`src/rtl/ilt_pkg.sv`:
```
`timescale 1ns / 1ps
// ----------------------------------------------------------------------------
// ilt_pkg: shared types and codes of the IRC line tokenizer
// Character codes, token classes, status codes, parser phases and the item
// and result records passed between the front end and the parser.
// ----------------------------------------------------------------------------
package ilt_pkg;

  // Characters with a meaning in the line grammar
  localparam logic [7:0] CH_AT     = 8'h40;
  localparam logic [7:0] CH_COLON  = 8'h3A;
  localparam logic [7:0] CH_SEMI   = 8'h3B;
  localparam logic [7:0] CH_EQ     = 8'h3D;
  localparam logic [7:0] CH_SLASH  = 8'h2F;
  localparam logic [7:0] CH_DOT    = 8'h2E;
  localparam logic [7:0] CH_DASH   = 8'h2D;
  localparam logic [7:0] CH_SPACE  = 8'h20;
  localparam logic [7:0] CH_BSLASH = 8'h5C;
  localparam logic [7:0] CH_CR     = 8'h0D;
  localparam logic [7:0] CH_LF     = 8'h0A;
  localparam logic [7:0] CH_NUL    = 8'h00;
  localparam logic [7:0] CH_ZERO   = 8'h30;
  localparam logic [7:0] CH_NINE   = 8'h39;
  localparam logic [7:0] CH_UP_A   = 8'h41;
  localparam logic [7:0] CH_UP_Z   = 8'h5A;
  localparam logic [7:0] CH_LO_A   = 8'h61;
  localparam logic [7:0] CH_LO_Z   = 8'h7A;
  localparam logic [7:0] CH_LO_S   = 8'h73;
  localparam logic [7:0] CH_LO_R   = 8'h72;
  localparam logic [7:0] CH_LO_N   = 8'h6E;

  localparam logic [3:0] MAX_PARAMS = 4'd15;
  localparam logic [1:0] NUM_DIGITS = 2'd3;

  // Token classes
  localparam logic [3:0] CLS_NONE    = 4'd0;
  localparam logic [3:0] CLS_TAG_KEY = 4'd1;
  localparam logic [3:0] CLS_TAG_VAL = 4'd2;
  localparam logic [3:0] CLS_PREFIX  = 4'd3;
  localparam logic [3:0] CLS_CMD_LTR = 4'd4;
  localparam logic [3:0] CLS_CMD_DIG = 4'd5;
  localparam logic [3:0] CLS_MIDDLE  = 4'd6;
  localparam logic [3:0] CLS_TRAIL   = 4'd7;
  localparam logic [3:0] CLS_DELIM   = 4'd8;

  // Line status
  localparam logic [2:0] ST_PENDING   = 3'd0;
  localparam logic [2:0] ST_OK        = 3'd1;
  localparam logic [2:0] ST_BAD_TAG   = 3'd2;
  localparam logic [2:0] ST_BAD_PFX   = 3'd3;
  localparam logic [2:0] ST_BAD_CMD   = 3'd4;
  localparam logic [2:0] ST_BAD_PARAM = 3'd5;
  localparam logic [2:0] ST_NO_TERM   = 3'd6;

  typedef enum logic [3:0] {
    PH_START       = 4'd0,
    PH_KEY_FIRST   = 4'd1,
    PH_KEY         = 4'd2,
    PH_VAL_FIRST   = 4'd3,
    PH_VAL         = 4'd4,
    PH_AFTER_TAGS  = 4'd5,
    PH_PFX_FIRST   = 4'd6,
    PH_PFX         = 4'd7,
    PH_CMD_FIRST   = 4'd8,
    PH_CMD_ALPHA   = 4'd9,
    PH_CMD_NUM     = 4'd10,
    PH_PSPACE      = 4'd11,
    PH_MIDDLE      = 4'd12,
    PH_TRAIL_FIRST = 4'd13,
    PH_TRAIL       = 4'd14,
    PH_DONE        = 4'd15
  } phase_t;

  // One byte after the front end has classified it
  typedef struct packed {
    logic [7:0] data;
    logic       last;
    logic       is_alpha;
    logic       is_digit;
    logic       is_brk;
    logic       is_key_char;
  } byte_info_t;

  // Handshake between the front-end queue and the parser
  typedef struct packed {
    logic       valid;
    byte_info_t item;
  } front_out_t;

  typedef struct packed {
    logic [7:0] out_char;
    logic [3:0] token_class;
    logic       token_start;
    logic [3:0] param_index;
    logic       command_is_numeric;
    logic [9:0] command_number;
    logic       done_res;
    logic [2:0] status;
  } result_t;

endpackage

```
`src/rtl/ilt_front.sv`:
```
`timescale 1ns / 1ps
// ----------------------------------------------------------------------------
// ilt_front: byte classifier and input queue
// Tags each incoming byte with its character kind and holds it in a
// two-entry queue until the parser takes it.
// ----------------------------------------------------------------------------
module ilt_front (
  input  logic                clk,
  input  logic                rst,
  input  logic                push,
  output logic                full,
  input  logic [7:0]          in_byte,
  input  logic                in_last,
  output ilt_pkg::front_out_t fout,
  input  logic                take
);

  ilt_pkg::byte_info_t info;
  ilt_pkg::byte_info_t q [2];
  logic                wr_ptr;
  logic                rd_ptr;
  logic [1:0]          count;
  logic                do_push;

  // Classify
  always_comb begin
    info.data        = in_byte;
    info.last        = in_last;
    info.is_alpha    = ((in_byte >= ilt_pkg::CH_UP_A) && (in_byte <= ilt_pkg::CH_UP_Z)) ||
                       ((in_byte >= ilt_pkg::CH_LO_A) && (in_byte <= ilt_pkg::CH_LO_Z));
    info.is_digit    = (in_byte >= ilt_pkg::CH_ZERO) && (in_byte <= ilt_pkg::CH_NINE);
    info.is_brk      = (in_byte == ilt_pkg::CH_CR) || (in_byte == ilt_pkg::CH_LF);
    info.is_key_char = info.is_alpha || info.is_digit || (in_byte == ilt_pkg::CH_DASH);
  end

  assign full    = (count == 2'd2);
  assign do_push = push && !full;

  always_ff @(posedge clk) begin
    if (do_push) begin
      q[wr_ptr] <= info;
    end
  end

  always_ff @(posedge clk) begin
    if (rst) begin
      wr_ptr <= 1'b0;
      rd_ptr <= 1'b0;
      count  <= 2'd0;
    end else begin
      if (do_push) begin
        wr_ptr <= ~wr_ptr;
      end
      if (take) begin
        rd_ptr <= ~rd_ptr;
      end
      case ({do_push, take})
        2'b10:   count <= count + 2'd1;
        2'b01:   count <= count - 2'd1;
        default: count <= count;
      endcase
    end
  end

  assign fout.valid = (count != 2'd0);
  assign fout.item  = q[rd_ptr];

endmodule

```
`src/rtl/ilt_back.sv`:
```
`timescale 1ns / 1ps
// ----------------------------------------------------------------------------
// ilt_back: line parser and result queue
// Walks the IRC line grammar one classified byte per cycle while the result
// queue has room; latches the first error; queues one result record per byte.
// ----------------------------------------------------------------------------
module ilt_back (
  input  logic                clk,
  input  logic                rst,
  input  ilt_pkg::front_out_t fin_q,
  output logic                take,
  output logic                empty,
  input  logic                pop,
  output ilt_pkg::result_t    res
);

  ilt_pkg::phase_t     phase, ph_u;
  logic                vendor_seen, vs_u;
  logic                vendor_required, vr_u;
  logic                escape_pending, esc_u;
  logic [3:0]          param_count, pc_u;
  logic [1:0]          digit_count, dc_u;
  logic [9:0]          number_accum, na_u;
  logic [2:0]          error_latch, err_u;

  ilt_pkg::phase_t     phase_next;
  logic                vendor_seen_next, vendor_required_next, escape_pending_next;
  logic [3:0]          param_count_next;
  logic [1:0]          digit_count_next;
  logic [9:0]          number_accum_next;
  logic [2:0]          error_latch_next;

  ilt_pkg::byte_info_t bi;
  logic [7:0]          b;
  logic [3:0]          e_cls;
  logic [7:0]          e_char;
  logic                e_start;
  logic [2:0]          fin;
  logic                done;
  logic                esc_ok;
  logic [7:0]          esc_char;
  logic                key_bad_vendor;
  logic [9:0]          na_times10;
  ilt_pkg::result_t    r;

  ilt_pkg::result_t    oq [2];
  logic                wr_ptr;
  logic                rd_ptr;
  logic [1:0]          count;

  function automatic logic [2:0] end_code(ilt_pkg::phase_t ph, logic [1:0] dc,
                                          logic [3:0] pc);
    logic [2:0] c;
    begin
      unique case (ph) inside
        ilt_pkg::PH_KEY_FIRST, ilt_pkg::PH_KEY,
        ilt_pkg::PH_VAL_FIRST, ilt_pkg::PH_VAL:    c = ilt_pkg::ST_BAD_TAG;
        ilt_pkg::PH_PFX_FIRST, ilt_pkg::PH_PFX:    c = ilt_pkg::ST_BAD_PFX;
        ilt_pkg::PH_START, ilt_pkg::PH_AFTER_TAGS,
        ilt_pkg::PH_CMD_FIRST:                     c = ilt_pkg::ST_BAD_CMD;
        ilt_pkg::PH_CMD_NUM:
          c = (dc < ilt_pkg::NUM_DIGITS) ? ilt_pkg::ST_BAD_CMD : ilt_pkg::ST_NO_TERM;
        ilt_pkg::PH_PSPACE:
          c = (pc < ilt_pkg::MAX_PARAMS) ? ilt_pkg::ST_BAD_PARAM : ilt_pkg::ST_NO_TERM;
        default:                                   c = ilt_pkg::ST_NO_TERM;
      endcase
      return c;
    end
  endfunction

  assign bi   = fin_q.item;
  assign b    = bi.data;
  assign take = fin_q.valid && (count != 2'd2);

  // Escape decoding of a tag value byte
  always_comb begin
    esc_ok   = 1'b1;
    esc_char = b;
    unique case (b)
      ilt_pkg::CH_COLON:  esc_char = ilt_pkg::CH_SEMI;
      ilt_pkg::CH_LO_S:   esc_char = ilt_pkg::CH_SPACE;
      ilt_pkg::CH_BSLASH: esc_char = ilt_pkg::CH_BSLASH;
      ilt_pkg::CH_LO_R:   esc_char = ilt_pkg::CH_CR;
      ilt_pkg::CH_LO_N:   esc_char = ilt_pkg::CH_LF;
      default:            esc_ok   = 1'b0;
    endcase
  end

  assign key_bad_vendor = vendor_required && !vendor_seen;
  assign na_times10     = {number_accum[6:0], 3'b000} + {number_accum[8:0], 1'b0};

  // Outputs of the parser: class, character, start flag and finish code
  always_comb begin
    e_cls   = ilt_pkg::CLS_NONE;
    e_char  = 8'h00;
    e_start = 1'b0;
    fin     = ilt_pkg::ST_PENDING;
    unique case (phase) inside
      ilt_pkg::PH_START, ilt_pkg::PH_AFTER_TAGS, ilt_pkg::PH_CMD_FIRST: begin
        if ((phase == ilt_pkg::PH_START && b == ilt_pkg::CH_AT) ||
            (phase != ilt_pkg::PH_CMD_FIRST && b == ilt_pkg::CH_COLON)) begin
          e_cls = ilt_pkg::CLS_DELIM; e_char = b;
        end else if (bi.is_alpha) begin
          e_cls = ilt_pkg::CLS_CMD_LTR; e_char = b; e_start = 1'b1;
        end else if (bi.is_digit) begin
          e_cls = ilt_pkg::CLS_CMD_DIG; e_char = b; e_start = 1'b1;
        end else begin
          fin = ilt_pkg::ST_BAD_CMD;
        end
      end
      ilt_pkg::PH_KEY_FIRST, ilt_pkg::PH_KEY: begin
        if (bi.is_key_char ||
            ((b == ilt_pkg::CH_DOT || b == ilt_pkg::CH_COLON || b == ilt_pkg::CH_SLASH) &&
             !vendor_seen)) begin
          e_cls = ilt_pkg::CLS_TAG_KEY; e_char = b;
          e_start = (phase == ilt_pkg::PH_KEY_FIRST);
        end else if (b == ilt_pkg::CH_SLASH) begin
          fin = ilt_pkg::ST_BAD_TAG;
        end else if (key_bad_vendor) begin
          fin = ilt_pkg::ST_BAD_TAG;
        end else if (b == ilt_pkg::CH_EQ || b == ilt_pkg::CH_SEMI ||
                     b == ilt_pkg::CH_SPACE) begin
          e_cls = ilt_pkg::CLS_DELIM; e_char = b;
        end else begin
          fin = ilt_pkg::ST_BAD_TAG;
        end
      end
      ilt_pkg::PH_VAL_FIRST, ilt_pkg::PH_VAL: begin
        if (escape_pending) begin
          if (esc_ok) begin
            e_cls = ilt_pkg::CLS_TAG_VAL; e_char = esc_char;
            e_start = (phase == ilt_pkg::PH_VAL_FIRST);
          end else begin
            fin = ilt_pkg::ST_BAD_TAG;
          end
        end else if (b == ilt_pkg::CH_BSLASH) begin
          e_cls = ilt_pkg::CLS_NONE;
        end else if (b == ilt_pkg::CH_SEMI || b == ilt_pkg::CH_SPACE) begin
          e_cls = ilt_pkg::CLS_DELIM; e_char = b;
        end else if (bi.is_brk || b == ilt_pkg::CH_NUL) begin
          fin = ilt_pkg::ST_BAD_TAG;
        end else begin
          e_cls = ilt_pkg::CLS_TAG_VAL; e_char = b;
          e_start = (phase == ilt_pkg::PH_VAL_FIRST);
        end
      end
      ilt_pkg::PH_PFX_FIRST: begin
        if (b == ilt_pkg::CH_SPACE) begin
          fin = ilt_pkg::ST_BAD_PFX;
        end else begin
          e_cls = ilt_pkg::CLS_PREFIX; e_char = b; e_start = 1'b1;
        end
      end
      ilt_pkg::PH_PFX: begin
        e_char = b;
        e_cls  = (b == ilt_pkg::CH_SPACE) ? ilt_pkg::CLS_DELIM : ilt_pkg::CLS_PREFIX;
      end
      ilt_pkg::PH_CMD_ALPHA, ilt_pkg::PH_CMD_NUM: begin
        if (phase == ilt_pkg::PH_CMD_ALPHA && bi.is_alpha) begin
          e_cls = ilt_pkg::CLS_CMD_LTR; e_char = b;
        end else if (phase == ilt_pkg::PH_CMD_NUM && digit_count < ilt_pkg::NUM_DIGITS) begin
          if (bi.is_digit) begin
            e_cls = ilt_pkg::CLS_CMD_DIG; e_char = b;
          end else begin
            fin = ilt_pkg::ST_BAD_CMD;
          end
        end else if (b == ilt_pkg::CH_SPACE) begin
          e_cls = ilt_pkg::CLS_DELIM; e_char = b;
        end else if (bi.is_brk) begin
          e_cls = ilt_pkg::CLS_DELIM; e_char = b; fin = ilt_pkg::ST_OK;
        end else begin
          fin = ilt_pkg::ST_NO_TERM;
        end
      end
      ilt_pkg::PH_PSPACE: begin
        if (b == ilt_pkg::CH_COLON) begin
          e_cls = ilt_pkg::CLS_DELIM; e_char = b;
        end else if (param_count < ilt_pkg::MAX_PARAMS) begin
          if (b == ilt_pkg::CH_SPACE || bi.is_brk) begin
            fin = ilt_pkg::ST_BAD_PARAM;
          end else begin
            e_cls = ilt_pkg::CLS_MIDDLE; e_char = b; e_start = 1'b1;
          end
        end else if (bi.is_brk) begin
          e_cls = ilt_pkg::CLS_DELIM; e_char = b; fin = ilt_pkg::ST_OK;
        end else begin
          e_cls = ilt_pkg::CLS_TRAIL; e_char = b; e_start = 1'b1;
        end
      end
      ilt_pkg::PH_MIDDLE: begin
        e_char = b;
        if (b == ilt_pkg::CH_SPACE) begin
          e_cls = ilt_pkg::CLS_DELIM;
        end else if (bi.is_brk) begin
          e_cls = ilt_pkg::CLS_DELIM; fin = ilt_pkg::ST_OK;
        end else begin
          e_cls = ilt_pkg::CLS_MIDDLE;
        end
      end
      ilt_pkg::PH_TRAIL_FIRST, ilt_pkg::PH_TRAIL: begin
        e_char = b;
        if (bi.is_brk) begin
          e_cls = ilt_pkg::CLS_DELIM; fin = ilt_pkg::ST_OK;
        end else begin
          e_cls   = ilt_pkg::CLS_TRAIL;
          e_start = (phase == ilt_pkg::PH_TRAIL_FIRST);
        end
      end
      default: begin
        e_cls = ilt_pkg::CLS_NONE;
      end
    endcase
  end

  // Next state of the parser
  always_comb begin
    ph_u  = phase;
    vs_u  = vendor_seen;
    vr_u  = vendor_required;
    esc_u = escape_pending;
    pc_u  = param_count;
    dc_u  = digit_count;
    na_u  = number_accum;
    unique case (phase) inside
      ilt_pkg::PH_START, ilt_pkg::PH_AFTER_TAGS, ilt_pkg::PH_CMD_FIRST: begin
        if (phase == ilt_pkg::PH_START && b == ilt_pkg::CH_AT) begin
          ph_u = ilt_pkg::PH_KEY_FIRST; vs_u = 1'b0; vr_u = 1'b0;
        end else if (phase != ilt_pkg::PH_CMD_FIRST && b == ilt_pkg::CH_COLON) begin
          ph_u = ilt_pkg::PH_PFX_FIRST;
        end else if (bi.is_alpha) begin
          ph_u = ilt_pkg::PH_CMD_ALPHA;
        end else if (bi.is_digit) begin
          ph_u = ilt_pkg::PH_CMD_NUM;
          dc_u = 2'd1;
          na_u = {6'd0, b[3:0]};
        end
      end
      ilt_pkg::PH_KEY_FIRST, ilt_pkg::PH_KEY: begin
        if (bi.is_key_char) begin
          ph_u = ilt_pkg::PH_KEY;
        end else if ((b == ilt_pkg::CH_DOT || b == ilt_pkg::CH_COLON) && !vendor_seen) begin
          vr_u = 1'b1; ph_u = ilt_pkg::PH_KEY;
        end else if (b == ilt_pkg::CH_SLASH) begin
          if (!vendor_seen) begin
            vs_u = 1'b1; ph_u = ilt_pkg::PH_KEY;
          end
        end else if (!key_bad_vendor) begin
          if (b == ilt_pkg::CH_EQ) begin
            ph_u = ilt_pkg::PH_VAL_FIRST;
          end else if (b == ilt_pkg::CH_SEMI) begin
            ph_u = ilt_pkg::PH_KEY_FIRST; vs_u = 1'b0; vr_u = 1'b0;
          end else if (b == ilt_pkg::CH_SPACE) begin
            ph_u = ilt_pkg::PH_AFTER_TAGS;
          end
        end
      end
      ilt_pkg::PH_VAL_FIRST, ilt_pkg::PH_VAL: begin
        if (escape_pending) begin
          esc_u = 1'b0;
          if (esc_ok) begin
            ph_u = ilt_pkg::PH_VAL;
          end
        end else if (b == ilt_pkg::CH_BSLASH) begin
          esc_u = 1'b1;
        end else if (b == ilt_pkg::CH_SEMI) begin
          ph_u = ilt_pkg::PH_KEY_FIRST; vs_u = 1'b0; vr_u = 1'b0;
        end else if (b == ilt_pkg::CH_SPACE) begin
          ph_u = ilt_pkg::PH_AFTER_TAGS;
        end else if (!(bi.is_brk || b == ilt_pkg::CH_NUL)) begin
          ph_u = ilt_pkg::PH_VAL;
        end
      end
      ilt_pkg::PH_PFX_FIRST: begin
        if (b != ilt_pkg::CH_SPACE) begin
          ph_u = ilt_pkg::PH_PFX;
        end
      end
      ilt_pkg::PH_PFX: begin
        if (b == ilt_pkg::CH_SPACE) begin
          ph_u = ilt_pkg::PH_CMD_FIRST;
        end
      end
      ilt_pkg::PH_CMD_ALPHA, ilt_pkg::PH_CMD_NUM: begin
        if (phase == ilt_pkg::PH_CMD_ALPHA && bi.is_alpha) begin
          ph_u = phase;
        end else if (phase == ilt_pkg::PH_CMD_NUM && digit_count < ilt_pkg::NUM_DIGITS) begin
          if (bi.is_digit) begin
            na_u = na_times10 + {6'd0, b[3:0]};
            dc_u = digit_count + 2'd1;
          end
        end else if (b == ilt_pkg::CH_SPACE) begin
          pc_u = 4'd1; ph_u = ilt_pkg::PH_PSPACE;
        end
      end
      ilt_pkg::PH_PSPACE: begin
        if (b == ilt_pkg::CH_COLON) begin
          ph_u = ilt_pkg::PH_TRAIL_FIRST;
        end else if (param_count < ilt_pkg::MAX_PARAMS) begin
          if (!(b == ilt_pkg::CH_SPACE || bi.is_brk)) begin
            ph_u = ilt_pkg::PH_MIDDLE;
          end
        end else if (!bi.is_brk) begin
          ph_u = ilt_pkg::PH_TRAIL;
        end
      end
      ilt_pkg::PH_MIDDLE: begin
        if (b == ilt_pkg::CH_SPACE) begin
          ph_u = ilt_pkg::PH_PSPACE;
          if (param_count < ilt_pkg::MAX_PARAMS) begin
            pc_u = param_count + 4'd1;
          end
        end
      end
      ilt_pkg::PH_TRAIL_FIRST, ilt_pkg::PH_TRAIL: begin
        if (!bi.is_brk) begin
          ph_u = ilt_pkg::PH_TRAIL;
        end
      end
      default: begin
        ph_u = phase;
      end
    endcase

    // Finish the line on an error, a break or the buffer end
    done  = 1'b0;
    err_u = error_latch;
    if (fin != ilt_pkg::ST_PENDING) begin
      err_u = fin; done = 1'b1; ph_u = ilt_pkg::PH_DONE;
    end else if (phase != ilt_pkg::PH_DONE && bi.last) begin
      err_u = end_code(ph_u, dc_u, pc_u); done = 1'b1;
    end

    // The buffer end rearms the parser for a new line
    if (bi.last) begin
      phase_next           = ilt_pkg::PH_START;
      vendor_seen_next     = 1'b0;
      vendor_required_next = 1'b0;
      escape_pending_next  = 1'b0;
      param_count_next     = 4'd0;
      digit_count_next     = 2'd0;
      number_accum_next    = 10'd0;
      error_latch_next     = ilt_pkg::ST_PENDING;
    end else begin
      phase_next           = ph_u;
      vendor_seen_next     = vs_u;
      vendor_required_next = vr_u;
      escape_pending_next  = esc_u;
      param_count_next     = pc_u;
      digit_count_next     = dc_u;
      number_accum_next    = na_u;
      error_latch_next     = err_u;
    end
  end

  // Assemble the result record
  always_comb begin
    if (fin != ilt_pkg::ST_PENDING && fin != ilt_pkg::ST_OK) begin
      r.out_char    = 8'h00;
      r.token_class = ilt_pkg::CLS_NONE;
      r.token_start = 1'b0;
    end else begin
      r.out_char    = e_char;
      r.token_class = e_cls;
      r.token_start = e_start;
    end
    r.param_index = (r.token_class == ilt_pkg::CLS_MIDDLE ||
                     r.token_class == ilt_pkg::CLS_TRAIL) ? pc_u : 4'd0;
    r.command_is_numeric = (dc_u == ilt_pkg::NUM_DIGITS);
    r.command_number     = (dc_u == ilt_pkg::NUM_DIGITS) ? na_u : 10'd0;
    r.done_res           = done;
    r.status             = err_u;
  end

  always_ff @(posedge clk) begin
    if (rst) begin
      phase           <= ilt_pkg::PH_START;
      vendor_seen     <= 1'b0;
      vendor_required <= 1'b0;
      escape_pending  <= 1'b0;
      param_count     <= 4'd0;
      digit_count     <= 2'd0;
      number_accum    <= 10'd0;
      error_latch     <= ilt_pkg::ST_PENDING;
    end else if (take) begin
      phase           <= phase_next;
      vendor_seen     <= vendor_seen_next;
      vendor_required <= vendor_required_next;
      escape_pending  <= escape_pending_next;
      param_count     <= param_count_next;
      digit_count     <= digit_count_next;
      number_accum    <= number_accum_next;
      error_latch     <= error_latch_next;
    end
  end

  // Result queue
  always_ff @(posedge clk) begin
    if (take) begin
      oq[wr_ptr] <= r;
    end
  end

  always_ff @(posedge clk) begin
    if (rst) begin
      wr_ptr <= 1'b0;
      rd_ptr <= 1'b0;
      count  <= 2'd0;
    end else begin
      if (take) begin
        wr_ptr <= ~wr_ptr;
      end
      if (pop && !empty) begin
        rd_ptr <= ~rd_ptr;
      end
      case ({take, pop && !empty})
        2'b10:   count <= count + 2'd1;
        2'b01:   count <= count - 2'd1;
        default: count <= count;
      endcase
    end
  end

  assign empty = (count == 2'd0);
  assign res   = oq[rd_ptr];

endmodule

```
`src/rtl/irc_line_tokenizer.sv`:
```
`timescale 1ns / 1ps
// ----------------------------------------------------------------------------
// irc_line_tokenizer: streaming IRC message line tokenizer
// Classifies each byte of an IRC line (tags, prefix, command, parameters,
// delimiters), decodes tag value escapes and reports the line status.
// ----------------------------------------------------------------------------
//
//  channel   direction  transfer when      payload
//  --------  ---------  -----------------  -----------------------------------
//  input     in         push  && !full     in_byte, in_last
//  result    out        pop   && !empty    out_char, token_class, token_start,
//                                          param_index, command_is_numeric,
//                                          command_number, done_res, status
//
//  One byte per cycle sustained while results are popped; one result per
//  byte, in order; each result is registered in the result queue.
//  The parser advances only when the result queue has room, so a stalled
//  result side fills both two-entry queues and then raises full.
//  Synchronous reset empties both queues and returns the parser to the
//  start of a line; a byte with in_last also rearms the parser.
//
module irc_line_tokenizer (
  input  logic       clk,
  input  logic       rst,
  input  logic       push,
  output logic       full,
  input  logic [7:0] in_byte,
  input  logic       in_last,
  output logic       empty,
  input  logic       pop,
  output logic [7:0] out_char,
  output logic [3:0] token_class,
  output logic       token_start,
  output logic [3:0] param_index,
  output logic       command_is_numeric,
  output logic [9:0] command_number,
  output logic       done_res,
  output logic [2:0] status
);

  ilt_pkg::front_out_t fout;
  ilt_pkg::result_t    res;
  logic                take;

  // Classify incoming bytes and hold them for the parser
  ilt_front u_front (
    .clk     (clk),
    .rst     (rst),
    .push    (push),
    .full    (full),
    .in_byte (in_byte),
    .in_last (in_last),
    .fout    (fout),
    .take    (take)
  );

  // Parse one byte per cycle while the result queue has room; queue its result
  ilt_back u_back (
    .clk   (clk),
    .rst   (rst),
    .fin_q (fout),
    .take  (take),
    .empty (empty),
    .pop   (pop),
    .res   (res)
  );

  assign out_char           = res.out_char;
  assign token_class        = res.token_class;
  assign token_start        = res.token_start;
  assign param_index        = res.param_index;
  assign command_is_numeric = res.command_is_numeric;
  assign command_number     = res.command_number;
  assign done_res           = res.done_res;
  assign status             = res.status;

endmodule

```
`config.mk`:
```
export PLATFORM = sky130hd
export DESIGN_NAME = irc_line_tokenizer
export DESIGN_NICKNAME = d
export VERILOG_FILES = /design/src/rtl/ilt_pkg.sv /design/src/rtl/ilt_front.sv /design/src/rtl/ilt_back.sv /design/src/rtl/irc_line_tokenizer.sv
export SDC_FILE = /design/constraint.sdc
export NUM_CORES = 1
export LEC_CHECK = 0
export BUFFER_PORTS_ARGS = -buffer_cell sky130_fd_sc_hd__buf_4
export CELL_PAD_IN_SITES_DETAIL_PLACEMENT = 0
export CELL_PAD_IN_SITES_GLOBAL_PLACEMENT = 2
export CORE_MARGIN = 5
export CORE_UTILIZATION = 43
export CTS_CLUSTER_DIAMETER = 200
export CTS_CLUSTER_SIZE = 8
export DETAILED_ROUTE_END_ITERATION = 8
export MAX_ROUTING_LAYER = met4
export PLACE_DENSITY_LB_ADDON = 0.1
export SLEW_MARGIN = 0
export SYNTH_ARGS = -nofsm -noshare
export SYNTH_HDL_FRONTEND = slang
export SYNTH_HIERARCHICAL = 1
export SYNTH_SLANG_ARGS = --single-unit
```
`constraint.sdc`:
```
create_clock -name clk -period 7 [get_ports clk]
set_clock_uncertainty 0.15 [all_clocks]
set_input_delay 1.4 -clock clk [delete_from_list [all_inputs] [get_ports clk]]
set_output_delay 1.4 -clock clk [all_outputs]
set_load 0.01 [all_outputs]
```
Word level (Yosys, flattened, before mapping)
Memories as Yosys holds them, arrays and structs flattened. A register that Yosys moved wholly into a read port is not among the register bits.
Index checks and enable logic that the tools add are counted.
- register bits: 34
- RAM bits: 90
- input port bits: 13
- output and inout port bits: 34
- word-level logic and storage cells: 342
- memories: 2
- memories (memory ; words ; width ; rd ports ; clocked after memory_dff ; write ports ; line ; text):
    u_back.oq ; 2 ; 32 ; 1 ; 1 ; 1 ; ilt_back.sv:46 ; ilt_pkg::result_t oq [2];
    u_front.q ; 2 ; 13 ; 1 ; 1 ; 1 ; ilt_front.sv:19 ; ilt_pkg::byte_info_t q [2];
- $add $sub $neg: 8
- magnitude comparators: 10
- eq/ne operators: 61
- mux-type cells: 188
- bitwise operators: 4
- reduce and logical (&&, ||, !) cells: 55
- operator list (kind ; count):
    $mux W4 ; 54
    $mux W8 ; 20
    $mux W10 ; 9
    $pmux W4 S9 ; 2
    $mux W3 ; 22
    $eq A8 B6 Y1 const B ; 7
    $pmux W8 S7 ; 1
    $mux W1 ; 50
    $eq A4 B3 Y1 const B ; 10
    $eq A4 B4 Y1 const B ; 10
    $eq A8 B7 Y1 const B ; 5
    $pmux W8 S5 ; 1
    $mux W2 ; 18
    $pmux W3 S8 ; 1
    $pmux W10 S2 ; 1
    $reduce_and A9 Y1 ; 2
    $eq A4 B2 Y1 const B ; 4
    $eq A8 B4 Y1 const B ; 2
    $ge A8 B7 Y1 const B ; 2
    $le A8 B7 Y1 const B ; 2
    $logic_and A1 B1 Y1 ; 15
    $pmux W3 S5 ; 1
    $logic_or A1 B1 Y1 ; 14
    $mux W13 ; 1
    37 further kinds ; 72

Logic depth before layout (Yosys ltp)
- depth after elaboration: 15
- mapped depth: 14
- mapped depth without buffers: 13

Modules after synthesis
Netlist, hierarchy kept.
- modules (own cells, without submodules) (module ; times used ; cells an instance ; area an instance (um2) ; seq. area each (um2)):
    ilt_back ; 1 ; 677 ; 6336.1 ; 2542.4
    ilt_front ; 1 ; 85 ; 1281.2 ; 880.8

Worst setup path before layout
OpenSTA, ideal clock, no wires.
- path type: reg-to-reg
- from: register with a tool-made name
- to: memory u_back/oq[0][2] (netlist name) (data pin)
- setup time: 0.265 ns
- data arrival time: 3.495 ns
- required time: 6.585 ns
- setup slack: 3.090 ns
- stages on the path, launching flop included: 14
- buffers on the path: 4
- period minus slack after synthesis: 3.910 ns
- cells stage by stage: dfxtp_1 -> buf_2 -> mux2_2 -> buf_6 -> nand4bb_1 -> buf_2 -> or3_1 -> buf_2 -> a211o_1 -> a2111o_1 -> a2111o_1 -> xnor2_1 -> nor3_1 -> or2_2
- RTL lines (item ; line):
    end: declaration ; ilt_back.sv:46

==> impl_metrics.env <==
export IMPL_outcome="completed"
export IMPL_post_dp_cell_area_um2=8160
export IMPL_syn_avg_cell_area_um2=10.0
export IMPL_hold_end="u_back/error_latch[1]"
export IMPL_power_density_nw_per_um2=422
export IMPL_synth_cells_most_frequent="edfxtp_1, nor2_1, mux2_2, nand2_1, a21oi_1"
export IMPL_min_period_over_period_pct=67.0
export IMPL_ctsLongestPathBuffers=2
export IMPL_hold_buffers=0
export IMPL_synth_edf_count=90
export IMPL_grt_overflow=0
export IMPL_clkSinkCount=126
export IMPL_tns_ns=0
export IMPL_p_leak_nw=3.13
export IMPL_crit_arrival_ns=4.67
export IMPL_yosys_area_top_type="edfxtp_1"
export IMPL_yosys_warnings=6
export IMPL_grtUsageTotal_pct=22.6
export IMPL_io_pins=47
export IMPL_synthTopCellsByArea="edfxtp_1, dfxtp_1, mux2_2, nor2_1, ha_1"
export IMPL_worstSetupEndpointType="flop"
export IMPL_vias=6362
export IMPL_htreeDepth=4
export IMPL_cp_start_kind="flop"
export IMPL_cts_buffers=17
export IMPL_die_area_um2=20500
export IMPL_portBuffers=46
export IMPL_critPathKind="reg -> reg"
export IMPL_dieHeight_um=143
export IMPL_grt_max_degree=39
export IMPL_rows=48
export IMPL_yosysTopAreaCellShare_pct=35.5
export IMPL_clk_pin_slew_ns=0.06
export IMPL_ant_nets=0
export IMPL_grt_antenna_before_repair=0
export IMPL_insertedDiodeCount=0
export IMPL_worstPathRequired_ns=6.98
export IMPL_syn_area_um2=7620
export IMPL_ir_drop_mv=0.408
export IMPL_die_x_um=143
export IMPL_grt_pass1_wl_um=34500
export IMPL_fmax_mhz=213
export IMPL_slew_viol_final=0
export IMPL_drv_cap=0
export IMPL_yosysMostFrequentCell="edfxtp_1"
export IMPL_nets=827
export IMPL_drtIter0Drc=514
export IMPL_place_congestion=0.945
export IMPL_first_pass_iters=5
export IMPL_viasPerCell=6.17
export IMPL_min_period_ns=4.69
export IMPL_ys_types=85
export IMPL_start_util_pct=43.9
export IMPL_final_util_pct=50.4
export IMPL_ys_flop_type="edfxtp_1"
export IMPL_cts_setup_buffers=0
export IMPL_syn_inst=762
export IMPL_holdCritStartpoint="u_back/error_latch[1]"
export IMPL_routedWlPerCell_um=21.6
export IMPL_timing_reg2reg_setup_slack_ns=2.31
export IMPL_path_max_fanout=14
export IMPL_hold_viol_final=0
export IMPL_timing_rr_end="u_back/oq[0][30]"
export IMPL_worst_skew_pair_late_latency_ns=0.42
export IMPL_tightest_slew_ns=1.12
export IMPL_rsz0062_at_grt="no"
export IMPL_drive_gt1_share_pct=19.6
export IMPL_holdPathStages=2
export IMPL_drc=0
export IMPL_syn_to_final_growth_pct=14.9
export IMPL_cts_resized_gates=0
export IMPL_cts_tree="done"
export IMPL_r2r_cells=9
export IMPL_syn_num_nets=796
export IMPL_ys_seq_area_share_pct=44.9
export IMPL_dp_hpwl_um=15800
export IMPL_coreArea_um2=17400
export IMPL_routed_wl_um=22300
export IMPL_finalSetupViolCount=0
export IMPL_grt_pass1_vias=6151
export IMPL_clockRootBuffer="clkbuf_16"
export IMPL_hold_class="reg -> reg"
export IMPL_ys_seq_elements=126
export IMPL_relSlewSlack_pct=25.2
export IMPL_finalInstanceArea_um2=8750
export IMPL_async_flop_share_pct=0
-- layer usage --
layer	track usage (%)	part of all wire [%]	vias up
li1	-	-	2990
met1	29.2	43	3072
met2	36.4	49	264
met3	3.78	6.2	36
met4	7.30	2.1	0
met5	-	0	-
-- worst max-delay path, cell delays in order, from the launching register on --
cell and delay (ns):
dfxtp_1 0.68, mux2_2 0.53, or4b_2 0.77, nor3_1 0.70, a311o_1 0.26, a21oi_1 0.08
a2111oi_1 0.42, nand3b_1 0.17, a2111oi_1 0.43, o22ai_1 0.20
-- report_power, final --
part           switching, mW  internal [mW]  leakage, nW  total (mW)
clock network          0.347          0.529        0.280       0.875
registers             0.0597           1.06         1.14        1.12
logic                   1.04          0.663         1.71        1.70
-- sequential cells by signal, summed over array words and instances, names as in the netlist, named ones only --
name	cells
u_back/number_accum	10
u_back/rd_ptr	1
u_front/q	26
u_front/rd_ptr	1
u_back/oq	64
u_back/error_latch	3
u_back/digit_count	2
u_back/vendor_required	1
u_back/vendor_seen	1
u_back/escape_pending	1
u_back/phase	4
u_back/count	2
u_front/wr_ptr	1
u_front/count	2
u_back/param_count	4
u_back/wr_ptr	1
-- cell families after synthesis --
| family | synth area share [%] |
|---|---|
| muxes | 7.31 |
| DFF | 44.9 |
| xor gates and xnor gates | 1.95 |
| buffers and inverters | 4.01 |
| AOI/OAI and AO/OA | 20.0 |
| adders and majority gates | 3.65 |
| and+or+nand+nor | 18.1 |
-- worst max-delay path by stage --
stage	from	endpoint	slack [ns]	cells past startpoint
2_1_floorplan	flop	u_back/oq[0][2]	3.09	13
3_3_place_gp	flop	u_back/oq[0][2]	2.55	10
3_5_place_dp	flop	u_back/oq[1][30]	2.44	9
4_1_cts	flop	u_back/oq[0][30]	2.39	9
5_1_grt	flop	u_back/oq[0][30]	2.01	9
6_report	flop	u_back/oq[0][30]	2.31	9
-- layout by cell type, fill, tap and decap left out, types with 5 or more instances in the layout --
cell type,instances
and3_1,5
inv_1,27
a31oi_1,12
a32oi_1,5
nand2_1,45
and2_1,5
a221oi_1,8
o21ai_0,31
clkbuf_16,17
nor3b_1,5
a21o_1,6
nand4_1,7
xnor2_1,13
ha_1,19
nor2_1,83
mux2i_1,5
a21oi_1,38
nand2b_1,17
dfxtp_1,36
nand3_1,15
mux2_2,45
a22oi_1,13
edfxtp_1,90
nor3_1,19
nor4_1,5
o211ai_1,9
a2111o_1,6
or3_1,8
a211oi_1,7
a2bb2oi_1,7
nor2b_1,6
buf_4,61
-- through the flow --
step	setup slack [ns]	cells	power [mW]	hold WS, ns
after floorplan	3.09	762	2.24	0.286
after global placement	2.55	999	2.79	0.315
after detailed placement	2.44	999	2.82	0.312
after CTS	2.39	1031	3.71	0.319
after global routing	2.01	1031	3.90	0.349
final	2.31	1031	3.69	0.323
-- final cells by class --
cell class,count,area [µm²]
Fill cell,1611,8600
Multi-Input combinational cell,559,3900
Sequential cell,126,3420
Timing Repair Buffer,61,458
Clock buffer,17,425
Tap cell,225,282
Clock inverter,15,164
Inverter,28,105
Note: power is estimated with default switching activity, not from simulation.
